<file path="src/hw/rtl/mbp_pkg.sv">
// Shared types, codes and helper functions for the MIDI byte parser.
// Used by the parser front, the result queue, the output stage and the top level.
package mbp_pkg;

   // configuration port
   localparam int CSR_IDX_W  = 2;
   localparam int CSR_DATA_W = 20;
   localparam logic [CSR_IDX_W-1:0] CSR_RX_CHANNEL    = 2'd0;
   localparam logic [CSR_IDX_W-1:0] CSR_RX_EXTENSION  = 2'd1;
   localparam logic [CSR_IDX_W-1:0] CSR_SENSING_DELAY = 2'd2;

   localparam logic [6:0]  RX_CHAN_RESET  = 7'd16;
   localparam logic [6:0]  RX_CHAN_ALL    = 7'h10;
   localparam logic [6:0]  RX_EXT_ANY     = 7'h7F;
   localparam logic [19:0] SENSE_DLY_RESET = 20'd48000;

   // event codes
   localparam logic [3:0] EV_OFF     = 4'd0;
   localparam logic [3:0] EV_ON      = 4'd1;
   localparam logic [3:0] EV_CTRL    = 4'd2;
   localparam logic [3:0] EV_NRPN    = 4'd3;
   localparam logic [3:0] EV_PROG    = 4'd4;
   localparam logic [3:0] EV_PREQ    = 4'd5;
   localparam logic [3:0] EV_CLOCK   = 4'd6;
   localparam logic [3:0] EV_START   = 4'd7;
   localparam logic [3:0] EV_CONT    = 4'd8;
   localparam logic [3:0] EV_STOP    = 4'd9;
   localparam logic [3:0] EV_SENSE   = 4'd10;
   localparam logic [3:0] EV_TIMEOUT = 4'd11;

   // status high nibbles
   localparam logic [3:0] HI_NOTE_OFF = 4'h8;
   localparam logic [3:0] HI_NOTE_ON  = 4'h9;
   localparam logic [3:0] HI_POLY_AT  = 4'hA;
   localparam logic [3:0] HI_CTRL     = 4'hB;
   localparam logic [3:0] HI_PROG     = 4'hC;
   localparam logic [3:0] HI_CHAN_AT  = 4'hD;
   localparam logic [3:0] HI_BEND     = 4'hE;
   localparam logic [3:0] HI_SYSTEM   = 4'hF;

   // system status bytes
   localparam logic [7:0] ST_PREQ  = 8'hF1;
   localparam logic [7:0] ST_EXT   = 8'hF3;
   localparam logic [7:0] ST_EOX   = 8'hF7;
   localparam logic [7:0] ST_CLOCK = 8'hF8;
   localparam logic [7:0] ST_START = 8'hFA;
   localparam logic [7:0] ST_CONT  = 8'hFB;
   localparam logic [7:0] ST_STOP  = 8'hFC;
   localparam logic [7:0] ST_SENSE = 8'hFE;

   // controller numbers
   localparam logic [7:0] CC_DATA_MSB  = 8'd6;
   localparam logic [7:0] CC_DATA_LSB  = 8'd38;
   localparam logic [7:0] CC_NRPN_LSB  = 8'd98;
   localparam logic [7:0] CC_NRPN_MSB  = 8'd99;
   localparam logic [7:0] CC_BEND_MSB  = 8'd128;
   localparam logic [7:0] CC_CHAN_AT   = 8'd129;
   localparam logic [7:0] CC_POLY_AT   = 8'd130;
   localparam logic [7:0] CC_BEND_LSB  = 8'd160;

   // parse phase
   localparam logic [1:0] PH_IDLE   = 2'd0;
   localparam logic [1:0] PH_FIRST  = 2'd1;
   localparam logic [1:0] PH_SECOND = 2'd2;

   typedef struct packed {
      logic [3:0] event_res;
      logic [3:0] chan;
      logic [7:0] number;
      logic [7:0] level;
      logic [7:0] param_lsb;
      logic [7:0] data_low;
   } res_type;

   // all results of one request
   typedef struct packed {
      logic    two;
      res_type first_res;
      res_type second_res;
   } bundle_type;

   typedef struct packed {
      logic full;
      logic empty;
   } q_stat_type;

   function automatic res_type mk_res(input logic [3:0] ev, input logic [3:0] ch,
                                      input logic [7:0] num, input logic [7:0] lvl,
                                      input logic [7:0] pl, input logic [7:0] dl);
      res_type r;
      r.event_res = ev;
      r.chan      = ch;
      r.number    = num;
      r.level     = lvl;
      r.param_lsb = pl;
      r.data_low  = dl;
      return r;
   endfunction

   function automatic logic needs_data(input logic [7:0] s);
      return (s[7] && (s[7:4] != HI_SYSTEM)) || (s == ST_PREQ) || (s == ST_EXT);
   endfunction

   function automatic logic is_skip(input logic [7:0] s);
      return (s == 8'hF0) || (s == 8'hF2) || (s == 8'hF4) || (s == 8'hF5) ||
             (s == 8'hF6) || (s == 8'hF9) || (s == 8'hFD) || (s == 8'hFF) ||
             (s == 8'h00);
   endfunction

endpackage

</file>
<file path="src/hw/rtl/midi_byte_parser_nrpn_assembler_top.sv">
// MIDI byte parser with running status, NRPN assembly and active-sensing timer.
// Request channel (req_*): one MIDI byte (req_mode 0) or a tick of elapsed samples
// (req_mode 1) per request. Response channel (rsp_*): zero, one or two events per
// request; rsp_last marks the final event of a request. csr_* writes rx_channel,
// rx_extension and sensing_delay; write them only while the block is idle.
// The first event of an accepted request reaches rsp_valid through the queue write
// and then the output register. The block takes one request per cycle while the
// queue is not full and sends one event per cycle while the receiver is ready; a
// pitchbend request gives two events, sent one at a time through the single output
// register. Requests that give no event push nothing into the queue.
// Reset clears the parse state, sets the registers to their defaults (all channels,
// any extension, 48000 samples) and empties the queue.
// When the receiver stalls, the output register holds its event and the front keeps
// parsing into a QUEUE_DEPTH-entry queue; req_ready drops only when it is full.
// Depends on mbp_pkg, mbp_front, mbp_queue and mbp_back.
module midi_byte_parser_nrpn_assembler_top
   import mbp_pkg::*;
#(
   parameter int QUEUE_DEPTH = 4
) (
   input  logic                  clock,
   input  logic                  reset,
   input  logic                  csr_we,
   input  logic [CSR_IDX_W-1:0]  csr_index,
   input  logic [CSR_DATA_W-1:0] csr_wdata,
   input  logic                  req_valid,
   output logic                  req_ready,
   input  logic                  req_mode,
   input  logic [7:0]            req_byte_in,
   input  logic [15:0]           req_sample_count,
   output logic                  rsp_valid,
   input  logic                  rsp_ready,
   output logic [3:0]            rsp_event_res,
   output logic [3:0]            rsp_chan,
   output logic [7:0]            rsp_number,
   output logic [7:0]            rsp_level,
   output logic [7:0]            rsp_param_lsb,
   output logic [7:0]            rsp_data_low,
   output logic                  rsp_last
);

   q_stat_type q_stat;
   logic       q_push;
   bundle_type q_push_data;
   logic       q_pop;
   bundle_type q_pop_data;
   res_type    rsp_res;

   mbp_front u_front (
      .clock            (clock),
      .reset            (reset),
      .csr_we           (csr_we),
      .csr_index        (csr_index),
      .csr_wdata        (csr_wdata),
      .req_valid        (req_valid),
      .req_ready        (req_ready),
      .req_mode         (req_mode),
      .req_byte_in      (req_byte_in),
      .req_sample_count (req_sample_count),
      .q_stat           (q_stat),
      .push             (q_push),
      .push_data        (q_push_data)
   );

   mbp_queue #(
      .DEPTH (QUEUE_DEPTH)
   ) u_queue (
      .clock     (clock),
      .reset     (reset),
      .push      (q_push),
      .push_data (q_push_data),
      .pop       (q_pop),
      .pop_data  (q_pop_data),
      .stat      (q_stat)
   );

   mbp_back u_back (
      .clock     (clock),
      .reset     (reset),
      .q_stat    (q_stat),
      .pop_data  (q_pop_data),
      .pop       (q_pop),
      .rsp_valid (rsp_valid),
      .rsp_ready (rsp_ready),
      .rsp_res   (rsp_res),
      .rsp_last  (rsp_last)
   );

   assign rsp_event_res = rsp_res.event_res;
   assign rsp_chan      = rsp_res.chan;
   assign rsp_number    = rsp_res.number;
   assign rsp_level     = rsp_res.level;
   assign rsp_param_lsb = rsp_res.param_lsb;
   assign rsp_data_low  = rsp_res.data_low;

   // a bundle is never written into a full queue
   a_no_push_full: assert property (@(posedge clock) disable iff (reset)
      q_push |-> !q_stat.full)
      else $error("result bundle pushed into full queue");

   // only pitchbend yields a pair, and both halves are controllers
   a_pair_is_ctrl: assert property (@(posedge clock) disable iff (reset)
      rsp_valid && !rsp_last |-> rsp_event_res == EV_CTRL)
      else $error("non-final event that is not a controller");

   // timeout always stands alone on channel zero
   a_timeout_form: assert property (@(posedge clock) disable iff (reset)
      rsp_valid && rsp_event_res == EV_TIMEOUT |-> rsp_last && rsp_chan == 4'd0)
      else $error("malformed timeout event");

   // nothing leaves the block right after reset
   a_reset_quiet: assert property (@(posedge clock)
      !reset && $past(reset) |-> !rsp_valid)
      else $error("response valid right after reset");

endmodule

</file>
<file path="src/hw/rtl/mbp_front.sv">
// Parser front: configuration registers, running-status parse state, NRPN assembly
// and the active-sensing timer. Pushes at most one bundle per request. Uses mbp_pkg.
module mbp_front
   import mbp_pkg::*;
(
   input  logic                  clock,
   input  logic                  reset,
   input  logic                  csr_we,
   input  logic [CSR_IDX_W-1:0]  csr_index,
   input  logic [CSR_DATA_W-1:0] csr_wdata,
   input  logic                  req_valid,
   output logic                  req_ready,
   input  logic                  req_mode,
   input  logic [7:0]            req_byte_in,
   input  logic [15:0]           req_sample_count,
   input  q_stat_type            q_stat,
   output logic                  push,
   output bundle_type            push_data
);

   logic [6:0]  rx_chan_ff, rx_chan_in;
   logic [6:0]  rx_ext_ff, rx_ext_in;
   logic [19:0] delay_ff, delay_in;

   logic [7:0]  rs_ff, rs_in;
   logic [1:0]  phase_ff, phase_in;
   logic [7:0]  first_ff, first_in;
   logic        excl_ff, excl_in;
   logic [7:0]  ext_ff, ext_in;
   logic [7:0]  nmsb_ff, nmsb_in;
   logic [7:0]  nlsb_ff, nlsb_in;
   logic [7:0]  ndl_ff, ndl_in;
   logic signed [21:0] sense_ff, sense_in;
   logic signed [21:0] sense_diff;

   logic        accept;
   logic [3:0]  ch;
   logic [3:0]  hi;
   logic [7:0]  d;
   logic        pass;
   logic        do_first, do_second;
   logic        ctl_go;
   logic [7:0]  ctl_num, ctl_val;
   logic        produce, two;
   res_type     r0, r1;

   assign req_ready = !q_stat.full;
   assign accept    = req_valid && req_ready;
   assign ch        = rs_ff[3:0];
   assign hi        = rs_ff[7:4];
   assign d         = req_byte_in;
   assign sense_diff = sense_ff - $signed({6'b0, req_sample_count});

   assign pass = ((ext_ff == {1'b0, rx_ext_ff}) || (rx_ext_ff == RX_EXT_ANY)) &&
                 ((rx_chan_ff == {3'b0, ch}) || (rx_chan_ff == RX_CHAN_ALL));

   always_comb begin
      rx_chan_in = rx_chan_ff;
      rx_ext_in  = rx_ext_ff;
      delay_in   = delay_ff;
      if (csr_we) begin
         case (csr_index)
            CSR_RX_CHANNEL:    rx_chan_in = csr_wdata[6:0];
            CSR_RX_EXTENSION:  rx_ext_in  = csr_wdata[6:0];
            CSR_SENSING_DELAY: delay_in   = csr_wdata;
            default: ;
         endcase
      end
   end

   always_comb begin
      rs_in     = rs_ff;
      phase_in  = phase_ff;
      first_in  = first_ff;
      excl_in   = excl_ff;
      ext_in    = ext_ff;
      nmsb_in   = nmsb_ff;
      nlsb_in   = nlsb_ff;
      ndl_in    = ndl_ff;
      sense_in  = sense_ff;
      do_first  = 1'b0;
      do_second = 1'b0;
      ctl_go    = 1'b0;
      ctl_num   = '0;
      ctl_val   = '0;
      produce   = 1'b0;
      two       = 1'b0;
      r0        = '0;
      r1        = '0;
      if (accept) begin
         if (req_mode) begin
            if (sense_ff > 22'sd0) begin
               sense_in = sense_diff;
               if (sense_diff < 22'sd0) begin
                  produce = 1'b1;
                  r0 = mk_res(EV_TIMEOUT, 4'd0, 8'd0, 8'd0, 8'd0, 8'd0);
               end
            end
         end else if (excl_ff) begin
            // swallow everything through end of exclusive
            if (d == ST_EOX) excl_in = 1'b0;
         end else if (phase_ff == PH_SECOND) begin
            do_second = 1'b1;
         end else if (phase_ff == PH_FIRST) begin
            do_first = 1'b1;
         end else if (d[7]) begin
            rs_in = d;
            if (needs_data(d)) begin
               phase_in = PH_FIRST;
            end else begin
               case (d)
                  ST_CLOCK: begin
                     produce = 1'b1;
                     r0 = mk_res(EV_CLOCK, d[3:0], 8'd0, 8'd0, 8'd0, 8'd0);
                  end
                  ST_START: begin
                     produce = 1'b1;
                     r0 = mk_res(EV_START, d[3:0], 8'd0, 8'd0, 8'd0, 8'd0);
                  end
                  ST_CONT: begin
                     produce = 1'b1;
                     r0 = mk_res(EV_CONT, d[3:0], 8'd0, 8'd0, 8'd0, 8'd0);
                  end
                  ST_STOP: begin
                     produce = 1'b1;
                     r0 = mk_res(EV_STOP, d[3:0], 8'd0, 8'd0, 8'd0, 8'd0);
                  end
                  ST_SENSE: begin
                     produce = 1'b1;
                     r0 = mk_res(EV_SENSE, d[3:0], 8'd0, 8'd0, 8'd0, 8'd0);
                     sense_in = $signed({2'b0, delay_ff});
                  end
                  ST_EOX: ;
                  default: excl_in = 1'b1;
               endcase
            end
         end else if (needs_data(rs_ff)) begin
            do_first = 1'b1;
         end else if (is_skip(rs_ff)) begin
            excl_in = 1'b1;
         end
         // data under a no-data status falls through and is dropped

         if (do_first) begin
            phase_in = PH_IDLE;
            case (hi)
               HI_NOTE_OFF, HI_NOTE_ON, HI_POLY_AT, HI_CTRL, HI_BEND: begin
                  first_in = d;
                  phase_in = PH_SECOND;
               end
               HI_PROG: begin
                  produce = 1'b1;
                  r0 = mk_res(EV_PROG, ch, d, 8'd0, 8'd0, 8'd0);
               end
               HI_CHAN_AT: begin
                  ctl_go  = 1'b1;
                  ctl_num = CC_CHAN_AT;
                  ctl_val = d;
               end
               default: begin
                  if (rs_ff == ST_PREQ) begin
                     produce = 1'b1;
                     r0 = mk_res(EV_PREQ, ch, d, 8'd0, 8'd0, 8'd0);
                  end else if (rs_ff == ST_EXT) begin
                     ext_in = d;
                  end
               end
            endcase
         end

         if (do_second) begin
            phase_in = PH_IDLE;
            case (hi)
               HI_NOTE_OFF: begin
                  produce = 1'b1;
                  r0 = mk_res(EV_OFF, ch, first_ff, 8'd0, 8'd0, 8'd0);
               end
               HI_NOTE_ON: begin
                  produce = 1'b1;
                  if (d != 8'd0) r0 = mk_res(EV_ON, ch, first_ff, d, 8'd0, 8'd0);
                  else r0 = mk_res(EV_OFF, ch, first_ff, 8'd0, 8'd0, 8'd0);
               end
               HI_POLY_AT: begin
                  ctl_go  = 1'b1;
                  ctl_num = CC_POLY_AT;
                  ctl_val = d;
               end
               HI_CTRL: begin
                  ctl_go  = 1'b1;
                  ctl_num = first_ff;
                  ctl_val = d;
               end
               HI_BEND: begin
                  // both halves go out as plain controllers
                  if (pass) begin
                     produce = 1'b1;
                     two     = 1'b1;
                     r0 = mk_res(EV_CTRL, ch, CC_BEND_LSB, first_ff, 8'd0, 8'd0);
                     r1 = mk_res(EV_CTRL, ch, CC_BEND_MSB, d, 8'd0, 8'd0);
                  end
               end
               default: ;
            endcase
         end

         if (ctl_go && pass) begin
            case (ctl_num)
               CC_NRPN_MSB: nmsb_in = ctl_val;
               CC_NRPN_LSB: nlsb_in = ctl_val;
               CC_DATA_LSB: ndl_in  = ctl_val;
               CC_DATA_MSB: begin
                  produce = 1'b1;
                  r0 = mk_res(EV_NRPN, ch, nmsb_ff, ctl_val, nlsb_ff, ndl_ff);
                  ndl_in = 8'd0;
               end
               default: begin
                  produce = 1'b1;
                  r0 = mk_res(EV_CTRL, ch, ctl_num, ctl_val, 8'd0, 8'd0);
               end
            endcase
         end
      end
   end

   assign push                 = accept && produce;
   assign push_data.two        = two;
   assign push_data.first_res  = r0;
   assign push_data.second_res = r1;

   always_ff @(posedge clock) begin
      if (reset) begin
         rx_chan_ff <= RX_CHAN_RESET;
         rx_ext_ff  <= RX_EXT_ANY;
         delay_ff   <= SENSE_DLY_RESET;
         rs_ff      <= '0;
         phase_ff   <= PH_IDLE;
         first_ff   <= '0;
         excl_ff    <= 1'b0;
         ext_ff     <= 8'h7F;
         nmsb_ff    <= 8'h7F;
         nlsb_ff    <= 8'h7F;
         ndl_ff     <= '0;
         sense_ff   <= '1;
      end else begin
         rx_chan_ff <= rx_chan_in;
         rx_ext_ff  <= rx_ext_in;
         delay_ff   <= delay_in;
         rs_ff      <= rs_in;
         phase_ff   <= phase_in;
         first_ff   <= first_in;
         excl_ff    <= excl_in;
         ext_ff     <= ext_in;
         nmsb_ff    <= nmsb_in;
         nlsb_ff    <= nlsb_in;
         ndl_ff     <= ndl_in;
         sense_ff   <= sense_in;
      end
   end

endmodule

</file>
<file path="src/hw/rtl/mbp_queue.sv">
// Short FIFO of result bundles between the parser front and the output stage.
// Depends on mbp_pkg for the bundle and status types.
module mbp_queue
   import mbp_pkg::*;
#(
   parameter int DEPTH = 4
) (
   input  logic       clock,
   input  logic       reset,
   input  logic       push,
   input  bundle_type push_data,
   input  logic       pop,
   output bundle_type pop_data,
   output q_stat_type stat
);

   localparam int IW = (DEPTH > 1) ? $clog2(DEPTH) : 1;
   localparam int CW = $clog2(DEPTH + 1);

   bundle_type     mem_ff [DEPTH];
   logic [IW-1:0]  wr_ptr_ff, wr_ptr_in;
   logic [IW-1:0]  rd_ptr_ff, rd_ptr_in;
   logic [CW-1:0]  count_ff, count_in;

   assign stat.full  = (count_ff == CW'(DEPTH));
   assign stat.empty = (count_ff == '0);
   assign pop_data   = mem_ff[rd_ptr_ff];

   always_comb begin
      wr_ptr_in = wr_ptr_ff;
      rd_ptr_in = rd_ptr_ff;
      count_in  = count_ff;
      if (push) begin
         wr_ptr_in = (wr_ptr_ff == IW'(DEPTH - 1)) ? '0 : wr_ptr_ff + 1'b1;
      end
      if (pop) begin
         rd_ptr_in = (rd_ptr_ff == IW'(DEPTH - 1)) ? '0 : rd_ptr_ff + 1'b1;
      end
      if (push && !pop) count_in = count_ff + 1'b1;
      else if (pop && !push) count_in = count_ff - 1'b1;
   end

   always_ff @(posedge clock) begin
      if (push) mem_ff[wr_ptr_ff] <= push_data;
   end

   always_ff @(posedge clock) begin
      if (reset) begin
         wr_ptr_ff <= '0;
         rd_ptr_ff <= '0;
         count_ff  <= '0;
      end else begin
         wr_ptr_ff <= wr_ptr_in;
         rd_ptr_ff <= rd_ptr_in;
         count_ff  <= count_in;
      end
   end

endmodule

</file>
<file path="src/hw/rtl/mbp_back.sv">
// Output stage: takes bundles from the queue and sends their results one per
// cycle unless stalled, via a registered response port. Depends on mbp_pkg.
module mbp_back
   import mbp_pkg::*;
(
   input  logic       clock,
   input  logic       reset,
   input  q_stat_type q_stat,
   input  bundle_type pop_data,
   output logic       pop,
   output logic       rsp_valid,
   input  logic       rsp_ready,
   output res_type    rsp_res,
   output logic       rsp_last
);

   logic    valid_ff, valid_in;
   logic    half_ff, half_in;
   res_type res_ff, res_in;
   logic    last_ff, last_in;
   logic    load;
   logic    sel_last;

   assign load     = !q_stat.empty && (!valid_ff || rsp_ready);
   assign sel_last = half_ff || !pop_data.two;
   // release the bundle once its final result is loaded
   assign pop      = load && sel_last;

   always_comb begin
      valid_in = valid_ff;
      half_in  = half_ff;
      res_in   = res_ff;
      last_in  = last_ff;
      if (load) begin
         valid_in = 1'b1;
         res_in   = half_ff ? pop_data.second_res : pop_data.first_res;
         last_in  = sel_last;
         half_in  = !sel_last;
      end else if (rsp_ready) begin
         valid_in = 1'b0;
      end
   end

   always_ff @(posedge clock) begin
      if (reset) begin
         valid_ff <= 1'b0;
         half_ff  <= 1'b0;
      end else begin
         valid_ff <= valid_in;
         half_ff  <= half_in;
      end
   end

   always_ff @(posedge clock) begin
      res_ff  <= res_in;
      last_ff <= last_in;
   end

   assign rsp_valid = valid_ff;
   assign rsp_res   = res_ff;
   assign rsp_last  = last_ff;

endmodule
</file>
<file path="config.mk">
export PLATFORM = sky130hd
export DESIGN_NAME = midi_byte_parser_nrpn_assembler_top
export DESIGN_NICKNAME = d
export VERILOG_FILES = /design/src/hw/rtl/mbp_pkg.sv /design/src/hw/rtl/midi_byte_parser_nrpn_assembler_top.sv /design/src/hw/rtl/mbp_front.sv /design/src/hw/rtl/mbp_queue.sv /design/src/hw/rtl/mbp_back.sv
export SDC_FILE = /design/constraint.sdc
export NUM_CORES = 1
export LEC_CHECK = 0
export BUFFER_PORTS_ARGS = -buffer_cell sky130_fd_sc_hd__clkbuf_2
export CORE_ASPECT_RATIO = 1.1
export CORE_MARGIN = 10
export CORE_UTILIZATION = 27
export DETAILED_ROUTE_END_ITERATION = 8
export HOLD_SLACK_MARGIN = 0.05
export PLACE_DENSITY_LB_ADDON = 0.25
export SKIP_CTS_REPAIR_TIMING = 1
export SYNTH_ARGS = -nofsm -noshare
export SYNTH_HDL_FRONTEND = slang
export SYNTH_SLANG_ARGS = --single-unit
</file>
<file path="constraint.sdc">
create_clock -name clock -period 4.56 [get_ports clock]
set_input_delay 0.456 -clock clock [delete_from_list [all_inputs] [get_ports clock]]
set_output_delay 0.456 -clock clock [all_outputs]
set_load 0.005 [all_outputs]
</file>
[After elaboration in Yosys (flattened, before gate mapping)]
Memories as Yosys holds them, arrays and structs flattened. A register that Yosys moved wholly into a read port is not among the register bits.
Index checks and enable logic that the tools add are counted.
Operators by class
  bitwise logic cells: 6
  eq/ne operators: 51
  add/subtract/negate cells: 5
  muxes and demuxes: 108
  reduce and logical (&&, ||, !) cells: 64
  $lt $le $gt $ge: 2
Operators with widths (count)
  $mux W40: 18
  $pmux W40 S5: 1
  $mux W22: 8
  $pmux W40 S2: 2
  $eq A8 B8 Y1 const B: 18
  $pmux W40 S3: 1
  $mux W8: 8
  $mux W1: 49
  $mux W38: 1
  $mux W37: 1
  $pmux W8 S2: 2
  $eq A4 B4 Y1 const B: 7
  $mux W2: 13
  $gt A22 B1 Y1 const B: 1
  $lt A22 B1 Y1 const B: 1
  $sub A22 B17 Y22: 1
  $eq A8 B7 Y1 const B: 2
  $logic_or A1 B1 Y1: 16
  $reduce_and A3 Y1: 4
  $reduce_or A6 Y1: 2
  $logic_and A1 B1 Y1: 10
  $reduce_bool A2 Y1: 5
  $reduce_or A5 Y1: 2
  $ne A3 B3 Y1 const B: 3
  33 further kinds: 60
Word-level totals
  memory bits (writable): 324
  logic and storage cells: 261
  input bits: 52
  output and inout port bits: 43
  memories kept: 1
  flip-flop bits (word level): 157
Memories
  u_queue.mem_ff: depth 4, bits a word 81, rd ports 1, clocked after Yosys merged registers in 1, write ports 1, RTL line mbp_queue.sv:20  | bundle_type mem_ff [DEPTH];

[Longest topological paths before layout]
Gate-level depths: netlist of the first run.
  word-level depth: 25
  gate-level depth with buffers: 14
  mapped depth without buffers: 14

[Cells and area by module]
From an unflattened synthesis of the first run, not the netlist that was laid out.
Second synthesis, totals
  cell total of the unflattened synthesis: 1429
  area, all modules: 20712.4 µm²
Modules (own cells, without submodules)
  mbp_queue: cells an instance 467, sequential area each 9909.5 µm², instances 1, area each 12209.2 µm²
  mbp_front: cells an instance 865, sequential area each 2142.1 µm², instances 1, area each 6695.2 µm²
  mbp_back: cells an instance 97, sequential area each 1271.2 µm², instances 1, area each 1808.0 µm²

[Worst setup path after synthesis of the first run]
Ideal clock, no wire load.
  path kind: input port to flip-flop
  from: in rsp_ready
  to: reg u_queue.count_ff[2]
  path buffers: 0
  data required time: 4490 ps
  stages on the path: 10
  path slack: 523 ps
  library setup time: 70 ps
  data arrival time: 3966 ps
  cell sequence: inv_1 a21oi_1 and2_1 inv_1 ha_1 inv_1 fa_1 xor2_1 or3_1 a21oi_1
Between the ends
  longest elaborated chain between the ends: 6
  elaborated cells between the ends (all ways): 8
  those cells by class: 1 x mux; 7 x reduce/logical
RTL lines
  start, declared: RTL line midi_byte_parser_nrpn_assembler_top.sv:32  | input logic rsp_ready,
  $logic_or A1 B1 Y1 (*): RTL line mbp_back.sv:24  | assign load = !q_stat.empty && (!valid_ff || rsp_ready);
  $logic_and A1 B1 Y1 (*): RTL line mbp_back.sv:24
  via u_back.load: RTL line mbp_back.sv:21  | logic load;
  $logic_and A1 B1 Y1 (*): RTL line mbp_back.sv:27  | assign pop = load && sel_last;
  $logic_not A1 Y1: RTL line mbp_queue.sv:39  | if (push && !pop) count_in = count_ff + 1'b1;
  $logic_and A1 B1 Y1: RTL line mbp_queue.sv:39
  $mux W3 or $reduce_bool A2 Y1 (tied branches)
  end signal, assigned: RTL line mbp_queue.sv:55  | count_ff <= count_in;
  end, declared: RTL line mbp_queue.sv:23  | logic [CW-1:0] count_ff, count_in;
The timed path passes the listed nets; every way through them passes the cells marked *.
A chain may end at the register's enable or synchronous reset.

[Final worst setup path of the first run]
  from: reg u_front.phase_ff[0]
  to: reg u_queue.count_ff[2]
Between the ends
  longest elaborated chain between the ends: 19
  elaborated cells between the ends (all ways): 43
  those cells by class: 5 x eq/ne; 31 x mux; 7 x reduce/logical
RTL lines
  start, declared: RTL line mbp_front.sv:26  | logic [1:0] phase_ff, phase_in;
  start signal, assigned: RTL line mbp_front.sv:249  | phase_ff <= phase_in;
  $eq A2 B1 Y1: RTL line mbp_front.sv:104  | end else if (phase_ff == PH_FIRST) begin
  $mux W1: RTL line mbp_front.sv:104
  $mux W1: RTL line mbp_front.sv:102  | end else if (phase_ff == PH_SECOND) begin
  $mux W1: RTL line mbp_front.sv:99  | end else if (excl_ff) begin
  $mux W1: RTL line mbp_front.sv:91  | if (req_mode) begin
  $mux W1: RTL line mbp_front.sv:90  | if (accept) begin
  $mux W8: RTL line mbp_front.sv:144  | if (do_first) begin
  $pmux W8 S2: RTL line mbp_front.sv:173  | case (hi)
  [... 4 more ...]
  $mux W1: RTL line mbp_front.sv:207  | case (ctl_num)
  $mux W1 (*): RTL line mbp_front.sv:206  | if (ctl_go && pass) begin
  $mux W1 (*): RTL line mbp_front.sv:90
  $logic_and A1 B1 Y1 (*): RTL line mbp_front.sv:225  | assign push = accept && produce;
  via q_push: RTL line midi_byte_parser_nrpn_assembler_top.sv:43  | logic q_push;
  $logic_not A1 Y1: RTL line mbp_queue.sv:40  | else if (pop && !push) count_in = count_ff - 1'b1;
  $logic_and A1 B1 Y1: RTL line mbp_queue.sv:40
  $reduce_bool A2 Y1 (no source line)
The timed path passes the listed nets; every way through them passes the cells marked *. The select of a mux whose other input is x is not followed.

==> metrics, run 1 <==
status completed; Synth area leader edfxtp_1; CTS buffer count 43; Post-Route Setup TNS 0 ns; clock period minus worst slack ~4.1 ns; Post-Syn Area between 15,000 and 20,000 um^2; overall die width about 250 um; Routed Wire Length 40,200 um; simple-gate share of the synthesized area 0.129; Sequential Power Share 0.491; antenna violations before repair 2; vias 10,200; r2r startpoint u_front.phase_ff[0]; max_cap viols 0; largest net degree at the start of global routing slightly above 60; global route overflow 0; Area Growth Syn to Fin 17.0%; final period utilization 0.899; power per cell area around 430 nW/um^2; flop-to-flop setup slack ~0.46 ns; clock tree buffer depth 3; Rel. slew slack 0.241; Gate Count Post-Synth 1,231; Synth top area share 0.475; worst-path maximum fanout 11; crit path DAT 4.57 ns; hpwl dp 26,100 um; Vert. Die Dim 275 um; CTS clk-pin slew, worst paths about 0.060 ns; CP Launch Type register; CTS tree built; main combinational cell family by area after synthesis simple AND/OR/NAND/NOR gates; crit path to u_queue.count_ff[2]; DRT Pass-1 Iters 5; n_diodes 0; Slew Viols, Final 0; R2R Path End u_queue.count_ff[2]; WL per Instance 19.0 um; worst skew pair latency approximately 0.56 ns; port bufs 94; mux cell area share after synthesis 0.0976; Syn. warnings 0; total power 8.02 mW; final setup vio count 0; average size of a mapped cell 13.0 um^2; Root Driver clkbuf_16; worst slew pin tran 1.13 ns; gr usage total 0.115; internal power consumption slightly above 6 mW; VDD IR-drop max 0.000228 V; Sink Count 371; Synth Area in Adders 0.0197; min-delay src csr_wdata[12]; worst path required time 5.03 ns; number of cell rows 93; H-Tree Depth 2; Lkg Pwr between 6 and 7 nW; class of the worst hold path input pin to register; Area contributors post-synth edfxtp_1 (48%), dfxtp_1 (15%), mux4_2 (7.5%); fin nets 1,394; DR vias/cell 4.82; # IOs 95; Achievable Freq 244 MHz; core outline area 58,600 um^2; Logic pwr share 0.100; sw frac 0.243; Final GP Congestion 0.856; first-pass GRT wire length ~62,000 um; Remaining DRCs 0; fraction of layout cells with a size suffix above 1 0.198; initial core utilization 0.273; Register-to-Register Path Depth 12; Worst Skew 0.0219 ns; Final Hold Viols 0; Setup crit end kind register; Final ANT Viol Nets 0; Post-synth top flop edfxtp_1; die footprint a little under 70,000 um^2; Async S/R FF share, synth 0; Crit Path Class register to register; post-synthesis sequential area ratio 0.623; vias in the first global route 10,300; syn nets around 1,300; FF+latch count, synth about 370; WHS ~0.12 ns; clock power share 0.409; Post-synth EDFFs 253; unrepaired setup endpoints after global routing false; post-synth cell types 71; DR iter-0 viols ~750; Synth Area in Compound Gates 0.0900; Psw 1.95 mW; Setup crit start u_front.phase_ff[0]; xor/xnor cell area share of the yosys netlist 0.0126; # fillers approximately 5,900
## synthesized netlist by cell type, types with 9 or more instances
| library cell | count |
|---|---|
| edfxtp_1 | 253 |
| nand2_1 | 126 |
| dfxtp_1 | 118 |
| nor2_1 | 91 |
| clkbuf_1 | 58 |
| a21oi_1 | 55 |
| mux4_2 | 53 |
| inv_1 | 39 |
| nor2b_1 | 38 |
| o21ai_0 | 34 |
| and3_1 | 28 |
| nand3_1 | 25 |
| a211o_1 | 24 |
| a221oi_1 | 23 |
| ha_1 | 22 |
| mux2i_1 | 22 |
| nor3_1 | 22 |
| nand3b_1 | 16 |
| xor2_1 | 14 |
| mux2_2 | 13 |
| a22o_1 | 10 |
| nand2b_1 | 10 |
| buf_1 | 9 |
| xnor2_1 | 9 |
## cell type report
| type | count | area, um^2 | share of cell area |
|---|---|---|---|
| Clock buffer | 54 | 1120 | 0.0598 |
| Clock inverter | 24 | 223 | 0.0119 |
| Inverter | 39 | 146 | 0.00783 |
| Multi-Input combinational cell | 748 | 5610 | 0.300 |
| Sequential cell | 371 | 9970 | 0.533 |
| Tap cell | 760 | 951 | 0.0509 |
| Timing Repair Buffer | 115 | 681 | 0.0364 |
## layer usage
layer,vias up,GRT usage,part of all wire
met1,5048,0.146,0.44
met3,65,0.0275,0.055
li1,4798,-,-
met4,4,0.0384,0.023
met5,-,0,0.00057
met2,264,0.189,0.48
## kinds of logic after synthesis
| kind of cell | Yosys count |
|---|---|
| multiplexers | 88 |
| AND/OR/NAND/NOR | 407 |
| adder cells (fa/ha/maj) | 24 |
| buffers and inverters | 112 |
| flip-flops | 371 |
| XOR/XNOR | 23 |
| AO/OA/AOI/OAI | 206 |
## stage by stage
step | worst slack, ns | area (um^2) | utilization | cells
6_report | 0.461 | 18700 | 0.319 | 2111
3_3_place_gp | 0.447 | 17400 | 0.296 | 2033
3_5_place_dp | 0.362 | 17400 | 0.296 | 2033
4_1_cts | 0.447 | 18700 | 0.319 | 2111
2_1_floorplan | 0.523 | 16000 | - | 1231
5_1_grt | 0.142 | 18700 | 0.319 | 2111
## registers in the layout, summed over array words and instances (netlist names), 8 cells and up, named ones only
signal            flops
u_queue.mem_ff      212
u_front.ndl_ff        8
u_front.sense_ff     22
u_front.delay_ff     20
u_front.nlsb_ff       8
u_back.rsp_res       40
u_front.first_ff      8
u_front.nmsb_ff       8
u_front.ext_ff        8
u_front.rs_ff         8
## power by group through the flow
stage | clock [mW] | combinational (mW) | sequential, mW
global route | 3.52 | 0.894 | 3.97
detailed placement | 0 | 0.838 | 4.02
CTS | 3.40 | 0.837 | 3.95
finish | 3.28 | 0.804 | 3.94
global placement | 0 | 0.829 | 4.02
floorplan | 0 | 0.509 | 3.95
## worst min path at each step
| stage | to | slack [ns] | cells past startpoint |
|---|---|---|---|
| 4_1_cts | u_front.delay_ff[12] | 0.09 | 3 |
| 3_3_place_gp | u_front.nlsb_ff[6] | 0.44 | 1 |
| 5_1_grt | u_front.delay_ff[12] | 0.13 | 3 |
| 2_1_floorplan | u_front.nlsb_ff[5] | 0.43 | 1 |
| 6_report | u_front.delay_ff[12] | 0.12 | 3 |
| 3_5_place_dp | u_front.ndl_ff[3] | 0.44 | 2 |
## worst max-delay path, stage by stage, from the launching register on
cell and delay [ns]:
dfxtp_1 0.42, a21boi_0 0.21, o21ai_0 0.23, o41ai_2 0.91, nor4b_4 0.50, a211oi_2 0.19, a31oi_4 0.26, ha_1 0.23
inv_1 0.06, fa_1 0.37, xor2_1 0.17, or3_1 0.31, a21oi_1 0.14
## cells in the final DEF (no fill, tap or decap), drive strengths merged, types with 14 or more instances in the layout
cell / synthesis / final
edfxtp: 253 / 253
clkbuf: 59 / 147
nand2: 127 / 127
dfxtp: 118 / 118
nor2: 91 / 91
a21oi: 56 / 56
mux4: 53 / 53
inv: 39 / 41
nor2b: 38 / 38
o21ai: 34 / 34
and3: 28 / 28
nand3: 27 / 27
a211o: 24 / 24
a221oi: 23 / 23
mux2i: 22 / 22
ha: 22 / 22
nor3: 22 / 22
buf: 14 / 22
clkinv: 0 / 17
nand3b: 16 / 16
xor2: 14 / 14
Note: power is estimated with default switching activity, not from simulation.
==> inputs of run 2 (changes only) <==
Settings changed: CTS_BUF_LIST set to sky130_fd_sc_hd__clkbuf_4, SYNTH_HIERARCHICAL set to 1.
==> metrics, run 2 <==
status completed (unchanged); Area Growth Syn to Fin 18.2% (was 17.0%); Final Hold Viols 0 (unchanged); core outline area 76,000 um^2 (was 58,600 um^2); Final GP Congestion 0.813 (was 0.856); Area contributors post-synth edfxtp_1 (53%), dfxtp_1 (11%), mux4_2 (8.8%) (was edfxtp_1 (48%), dfxtp_1 (15%), mux4_2 (7.5%)); overall die width 284 um (was 252 um); VDD IR-drop max 0.000182 V (was 0.000228 V); fin nets 1,731 (was 1,394); CP top delay family simple AND/OR/NAND/NOR gates (was compound AO/OA/AOI/OAI gates); Gate Count Post-Synth 1,429 (was 1,231); Final ANT Viol Nets 0 (unchanged); cells along the critical path ha_1, or3_1, or2_1, o211ai_1, a21oi_1, and2_1, or4_1, a31oi_1, ha_1, inv_1, fa_1, xor2_1, or3_1, a21oi_1 (was a21boi_0, o21ai_0, o41ai_2, nor4b_4, a211oi_2, a31oi_4, ha_1, inv_1, fa_1, xor2_1, or3_1, a21oi_1); Synth top area share 0.529 (was 0.475); class of the worst hold path input pin to register (unchanged); Sink Count 483 (was 371); critical path's largest stage delay 0.57 ns (was 0.91 ns); worst skew pair latency 0.95 ns (was 0.56 ns); global route overflow 0 (unchanged); worst-path maximum fanout 5 (was 11); area occupied by multi-input gates 6650 um^2 (was 5610 um^2); CTS tree built (unchanged); Post-Route Setup TNS 0 ns (unchanged); post-synthesis sequential area ratio 0.643 (was 0.623); gr busiest metal met2 (unchanged); most flop-heavy register u_queue/mem_ff (was u_queue.mem_ff); GR Util met3 0.0376 (was 0.0275); Achievable Freq 248 MHz (was 244 MHz); WL per Instance 18.3 um (was 19.0 um); initial core utilization 0.273 (about the same); Post-Syn Area 20,700 um^2 (was 16,000 um^2); Layout Utilization 0.322 (was 0.319); Routed Wire Length 51,100 um (was 40,200 um); commonest cells after routing, fill and taps aside edfxtp_1 (365), clkbuf_4 (194), nand2_1 (128), dfxtp_1 (115), clkbuf_2 (94) (was edfxtp_1 (253), nand2_1 (126), dfxtp_1 (115), clkbuf_2 (93), nor2_1 (91)); M2 GR Usage 0.190 (was 0.189); DR iter-0 viols 729 (was 746); largest net degree at the start of global routing 81 (was 62); Root Driver clkbuf_4 (was clkbuf_16); worst slew pin tran 1.11 ns (was 1.13 ns); FF+latch count, synth 483 (was 371); antenna violations before repair 4 (was 2); Async S/R FF share, synth 0 (unchanged); first-pass GRT wire length 78,600 um (was 62,100 um); final period utilization 0.884 (was 0.899); final setup vio count 0 (unchanged); crit path DAT 4.86 ns (was 4.57 ns); Remaining DRCs 0 (unchanged); hpwl dp 31,800 um (was 26,100 um); pre-CTS WS 0.270 ns (was 0.362 ns); Worst Skew 0.0863 ns (was 0.0219 ns); leading cell type in the layout, fill and taps excluded edfxtp_1 (unchanged); slowest stage cell, crit path or4_1 (was o41ai_2); Setup crit end kind register (unchanged); Reg area 13,300 um^2 (was 9970 um^2); clock period minus worst slack 4.03 ns (was 4.10 ns); Slew Viols, Final 0 (unchanged); Post-synth EDFFs 365 (was 253); vias in the first global route 13,300 (was 10,300); clock tree buffer depth 3 (unchanged); max_cap viols 0 (unchanged); Worst Slack Setup Final 0.528 ns (was 0.461 ns); port bufs 94 (unchanged); DRT Pass-1 Iters 5 (unchanged); leading post-synthesis cells by instance count edfxtp_1 (365), nand2_1 (128), dfxtp_1 (118) (was edfxtp_1 (253), nand2_1 (126), dfxtp_1 (118)); CP bufs+invs 1 (unchanged); total power 10.2 mW (was 8.02 mW); average size of a mapped cell 14.5 um^2 (was 13.0 um^2); Synth area leader edfxtp_1 (unchanged); DR vias/cell 4.58 (was 4.82); fraction of layout cells with a size suffix above 1 0.280 (was 0.198); CTS buffer count 135 (was 43); # fillers 7,532 (was 5,948); unrepaired setup endpoints after global routing false (unchanged); power per cell area 418 nW/um^2 (was 429 nW/um^2); Crit Path Class register to register (unchanged); gr usage total 0.116 (was 0.115); worst path required time 5.39 ns (was 5.03 ns); Post-synth top flop edfxtp_1 (unchanged); Lkg Pwr 8.62 nW (was 6.26 nW); CP Launch Type register (unchanged); CTS clk-pin slew, worst paths 0.06 ns (about the same); Syn. warnings 6 (was 0); Vert. Die Dim 310 um (was 275 um); die footprint 88,200 um^2 (was 69,300 um^2); post-synth cell types 81 (was 71); top-count cell post-synth edfxtp_1 (unchanged); max reg flops 324 (was 212); vias 12,800 (was 10,200); # IOs 95 (unchanged); number of cell rows 106 (was 93); H-Tree Depth 4 (was 2); met1 Use GR 0.138 (was 0.146); Rel. slew slack 0.256 (was 0.241)
-- run 2: final timing paths --
path	slack, ns	startpoint	endpoint	cells after the start
min reg2reg	0.45	u_front/ndl_ff[3]	u_front/ndl_ff[3]	2
max	0.53	u_front/sense_ff[5]	u_queue/count_ff[2]	14
max reg2reg	0.53	u_front/sense_ff[5]	u_queue/count_ff[2]	14
min	0.10	req_sample_count[5]	u_front/sense_ff[5]	6
-- run 2: area by class of cell --
class / instances / area share
Sequential cell: 483 / 0.544
Timing Repair Buffer: 172 / 0.0533
Inverter: 37 / 0.00567
Clock inverter: 46 / 0.0132
Clock buffer: 194 / 0.0595
Antenna cell: 2 / 0.000204
Multi-Input combinational cell: 824 / 0.271
Tap cell: 1026 / 0.0524
-- run 2: where the power goes --
part	leakage (nW)	switching (mW)	internal [mW]
sequential	4.41	0.0851	4.92
combinational	3.18	0.637	0.549
clock	1.04	1.85	2.20
-- run 2: metal layers --
layer  up-vias  wire length, um
li1       5956                -
met5         -               21
met4         4             1470
met2       369            24700
met3        96             2860
met1      6331            22000
-- run 2: worst register-to-register path: cells and delay by family, from the launching register on --
| kind | cells | cell delay (ns) |
|---|---|---|
| buf+inv | 1 | 0.06 |
| fa+ha+maj | 3 | 0.80 |
| xor+xnor | 1 | 0.16 |
| flops | 1 | 0.33 |
| simple gates | 5 | 1.77 |
| compound gates | 4 | 0.82 |
-- run 2: cells by family after synthesis --
logic type	synth area share
flip-flops	0.643
AND/OR/NAND/NOR	0.0967
AO/OA/AOI/OAI	0.0655
multiplexers	0.129
buffers and inverters	0.0413
adder cells (fa/ha/maj)	0.0164
XOR/XNOR	0.00803
other	0.000181
-- run 2: metrics by stage --
step                      cell area [um^2]  hold WS [ns]  cells
after floorplan                      20800         0.424   1454
after global placement               22300         0.436   2502
after detailed placement             22300         0.442   2502
after CTS                            24100        -0.406   2742
after global routing                 24500        0.0611   2784
final                                24500         0.104   2784
==> inputs of run 3 (changes only) <==
Settings changed: MAX_ROUTING_LAYER set to met4, PLACE_DENSITY set to 0.39, PLACE_DENSITY_LB_ADDON 0.25 to unset.
==> metrics, run 3 (synthesized netlist as in run 2, its figures left out) <==
hold depth 5 (was 6); unrepaired setup endpoints after global routing false (unchanged); gr usage total 0.129 (was 0.116); Achievable Freq 233 MHz (was 248 MHz); sw frac 0.249 (was 0.251); vias 12,700 (was 12,800); worst path required time 5.40 ns (was 5.39 ns); H-Tree Depth 4 (unchanged); VDD IR-drop max 0.000184 V (was 0.000182 V); leading cell type in the layout, fill and taps excluded edfxtp_1 (unchanged); global route overflow 0 (unchanged); Rel. slew slack 0.310 (was 0.256); initial core utilization 0.273 (unchanged); final period utilization 0.940 (was 0.884); antenna violations before repair 9 (was 4); Final GP Congestion 0.842 (was 0.813); hpwl dp 34,300 um (was 31,800 um); flop-to-flop setup slack 0.27 ns (was 0.53 ns); pre-CTS WS 0.118 ns (was 0.270 ns); clock tree buffer depth 3 (unchanged); power per cell area 419 nW/um^2 (was 418 nW/um^2); Remaining DRCs 0 (unchanged); worst slew pin tran 1.03 ns (was 1.11 ns); final setup vio count 0 (unchanged); Vert. Die Dim 310 um (unchanged); Root Driver clkbuf_4 (unchanged); status completed (unchanged); # fillers 7,596 (was 7,532); Reg area 13,300 um^2 (unchanged); Area Growth Syn to Fin 18.4% (was 18.2%); Worst Slack Setup Final 0.274 ns (was 0.528 ns); Setup crit end kind register (unchanged); Crit Path Class register to register (unchanged); Worst Skew 0.0678 ns (was 0.0863 ns); crit path DAT 5.13 ns (was 4.86 ns); clock power share 0.396 (was 0.395); overall die width 284 um (unchanged); Final Hold Viols 0 (unchanged); Slew Viols, Final 0 (unchanged); hold-critical path endpoint u_front/rx_chan_ff[4] (was u_front/sense_ff[5]); most flop-heavy register u_queue/mem_ff (unchanged); WL per Instance 19.4 um (was 18.3 um); Sequential Power Share 0.487 (was 0.489); vias in the first global route 13,500 (was 13,300); clock period minus worst slack 4.29 ns (was 4.03 ns); Layout Utilization 0.323 (was 0.322); Lkg Pwr 8.64 nW (was 8.62 nW); Logic pwr share 0.117 (was 0.116); Post-Route Setup TNS 0 ns (unchanged); R2R Path End u_queue/count_ff[2] (unchanged); Psw 2.55 mW (was 2.57 mW); largest net degree at the start of global routing 81 (unchanged); worst skew pair latency 0.96 ns (was 0.95 ns); fin nets 1,736 (was 1,731); core outline area 76,000 um^2 (unchanged); DRT Pass-1 Iters 5 (unchanged); Register-to-Register Path Depth 14 (unchanged); port bufs 94 (unchanged); min-delay src csr_we (was req_sample_count[5]); CTS clk-pin slew, worst paths 0.06 ns (about the same); max reg flops 324 (unchanged); internal power consumption 7.72 mW (was 7.67 mW); class of the worst hold path input pin to register (unchanged); area occupied by multi-input gates 6650 um^2 (unchanged); fraction of layout cells with a size suffix above 1 0.285 (was 0.280); worst-path maximum fanout 5 (unchanged); number of cell rows 106 (unchanged); DR iter-0 viols 673 (was 729); Final ANT Viol Nets 0 (unchanged); CTS tree built (unchanged); CP Launch Type register (unchanged); # IOs 95 (unchanged); r2r startpoint u_front/sense_ff[6] (was u_front/sense_ff[5]); DR vias/cell 4.55 (was 4.58); max_cap viols 0 (unchanged); commonest cells after routing, fill and taps aside edfxtp_1 (365), clkbuf_4 (202), nand2_1 (128), dfxtp_1 (115), clkbuf_2 (94) (was edfxtp_1 (365), clkbuf_4 (194), nand2_1 (128), dfxtp_1 (115), clkbuf_2 (94)); CTS buffer count 135 (unchanged); first-pass GRT wire length 83,800 um (was 78,600 um); Routed Wire Length 54,200 um (was 51,100 um); Sink Count 483 (unchanged); die footprint 88,200 um^2 (unchanged)
## run 3: cell count changes in the layout (fill, tap and decap cells not counted)
cell / change
clkinv_4: -3
buf_4: +5
clkbuf_4: +8
clkinv_1: -11
clkinvlp_4: +2
inv_6: -2
diode_2: +8
dlygate4sd3_1: +2
inv_2: +1
buf_12: -2
## run 3: layout make-up
type	count	share of cell area
timing repair buffer	177	0.0540
sequential	483	0.544
clock inverter	33	0.0105
antenna	10	0.00102
tap	1026	0.0523
clock buffer	202	0.0618
inverter	37	0.00566
multi-input combinational	824	0.271
## run 3: through the flow
| step | cells | hold slack (ns) | total power, mW | cell area, um^2 |
|---|---|---|---|---|
| floorplan | 1454 | 0.424 | 5.90 | 20800 |
| global placement | 2505 | 0.433 | 6.33 | 22300 |
| detailed placement | 2505 | 0.440 | 6.33 | 22300 |
| CTS | 2740 | -0.430 | 10.5 | 24100 |
| global route | 2792 | 0.0520 | 10.9 | 24500 |
| finish | 2792 | 0.156 | 10.3 | 24500 |
## run 3: worst max path at each step
| stage | to | startpoint | slack [ns] | depth (start not counted) |
|---|---|---|---|---|
| finish | u_queue/count_ff[2] | u_front/sense_ff[6] | 0.27 | 14 |
| global route | u_queue/count_ff[2] | u_front/sense_ff[6] | 0.08 | 14 |
| CTS | u_queue/count_ff[2] | u_front/sense_ff[6] | 0.32 | 14 |
| detailed placement | u_queue/count_ff[2] | req_sample_count[6] | 0.12 | 16 |
| global placement | u_queue/count_ff[2] | req_sample_count[6] | 0.19 | 16 |
| floorplan | u_queue/mem_ff[3][0] | req_sample_count[6] | 0.13 | 10 |
## run 3: critical path, stage by stage, from the launching register on
cell and delay (ns):
dfxtp_1 0.34, ha_1 0.23, or3_1 0.45, or2_1 0.25
o211ai_1 0.36, a21oi_1 0.20, and2_1 0.24, or4_1 0.55
a31oi_1 0.30, ha_1 0.23, inv_1 0.06, fa_1 0.37
xor2_1 0.16, or3_1 0.30, a21oi_1 0.14
## run 3: metal layers
metal  up-vias  global-route usage  part of all wire
li1       5958                   -                 -
met1      6311               0.146              0.43
met2       335               0.213              0.50
met3       110              0.0389             0.046
met4         0              0.0479             0.027
met5         -                   -                 0
## run 3: power groups by stage
stage / sequential (mW) / combinational, mW / clock [mW]
final: 5.00 / 1.20 / 4.07
after global routing: 5.02 / 1.34 / 4.53
after CTS: 5.01 / 1.23 / 4.27
after detailed placement: 5.11 / 1.23 / 0
after global placement: 5.10 / 1.22 / 0
after floorplan: 5.09 / 0.816 / 0
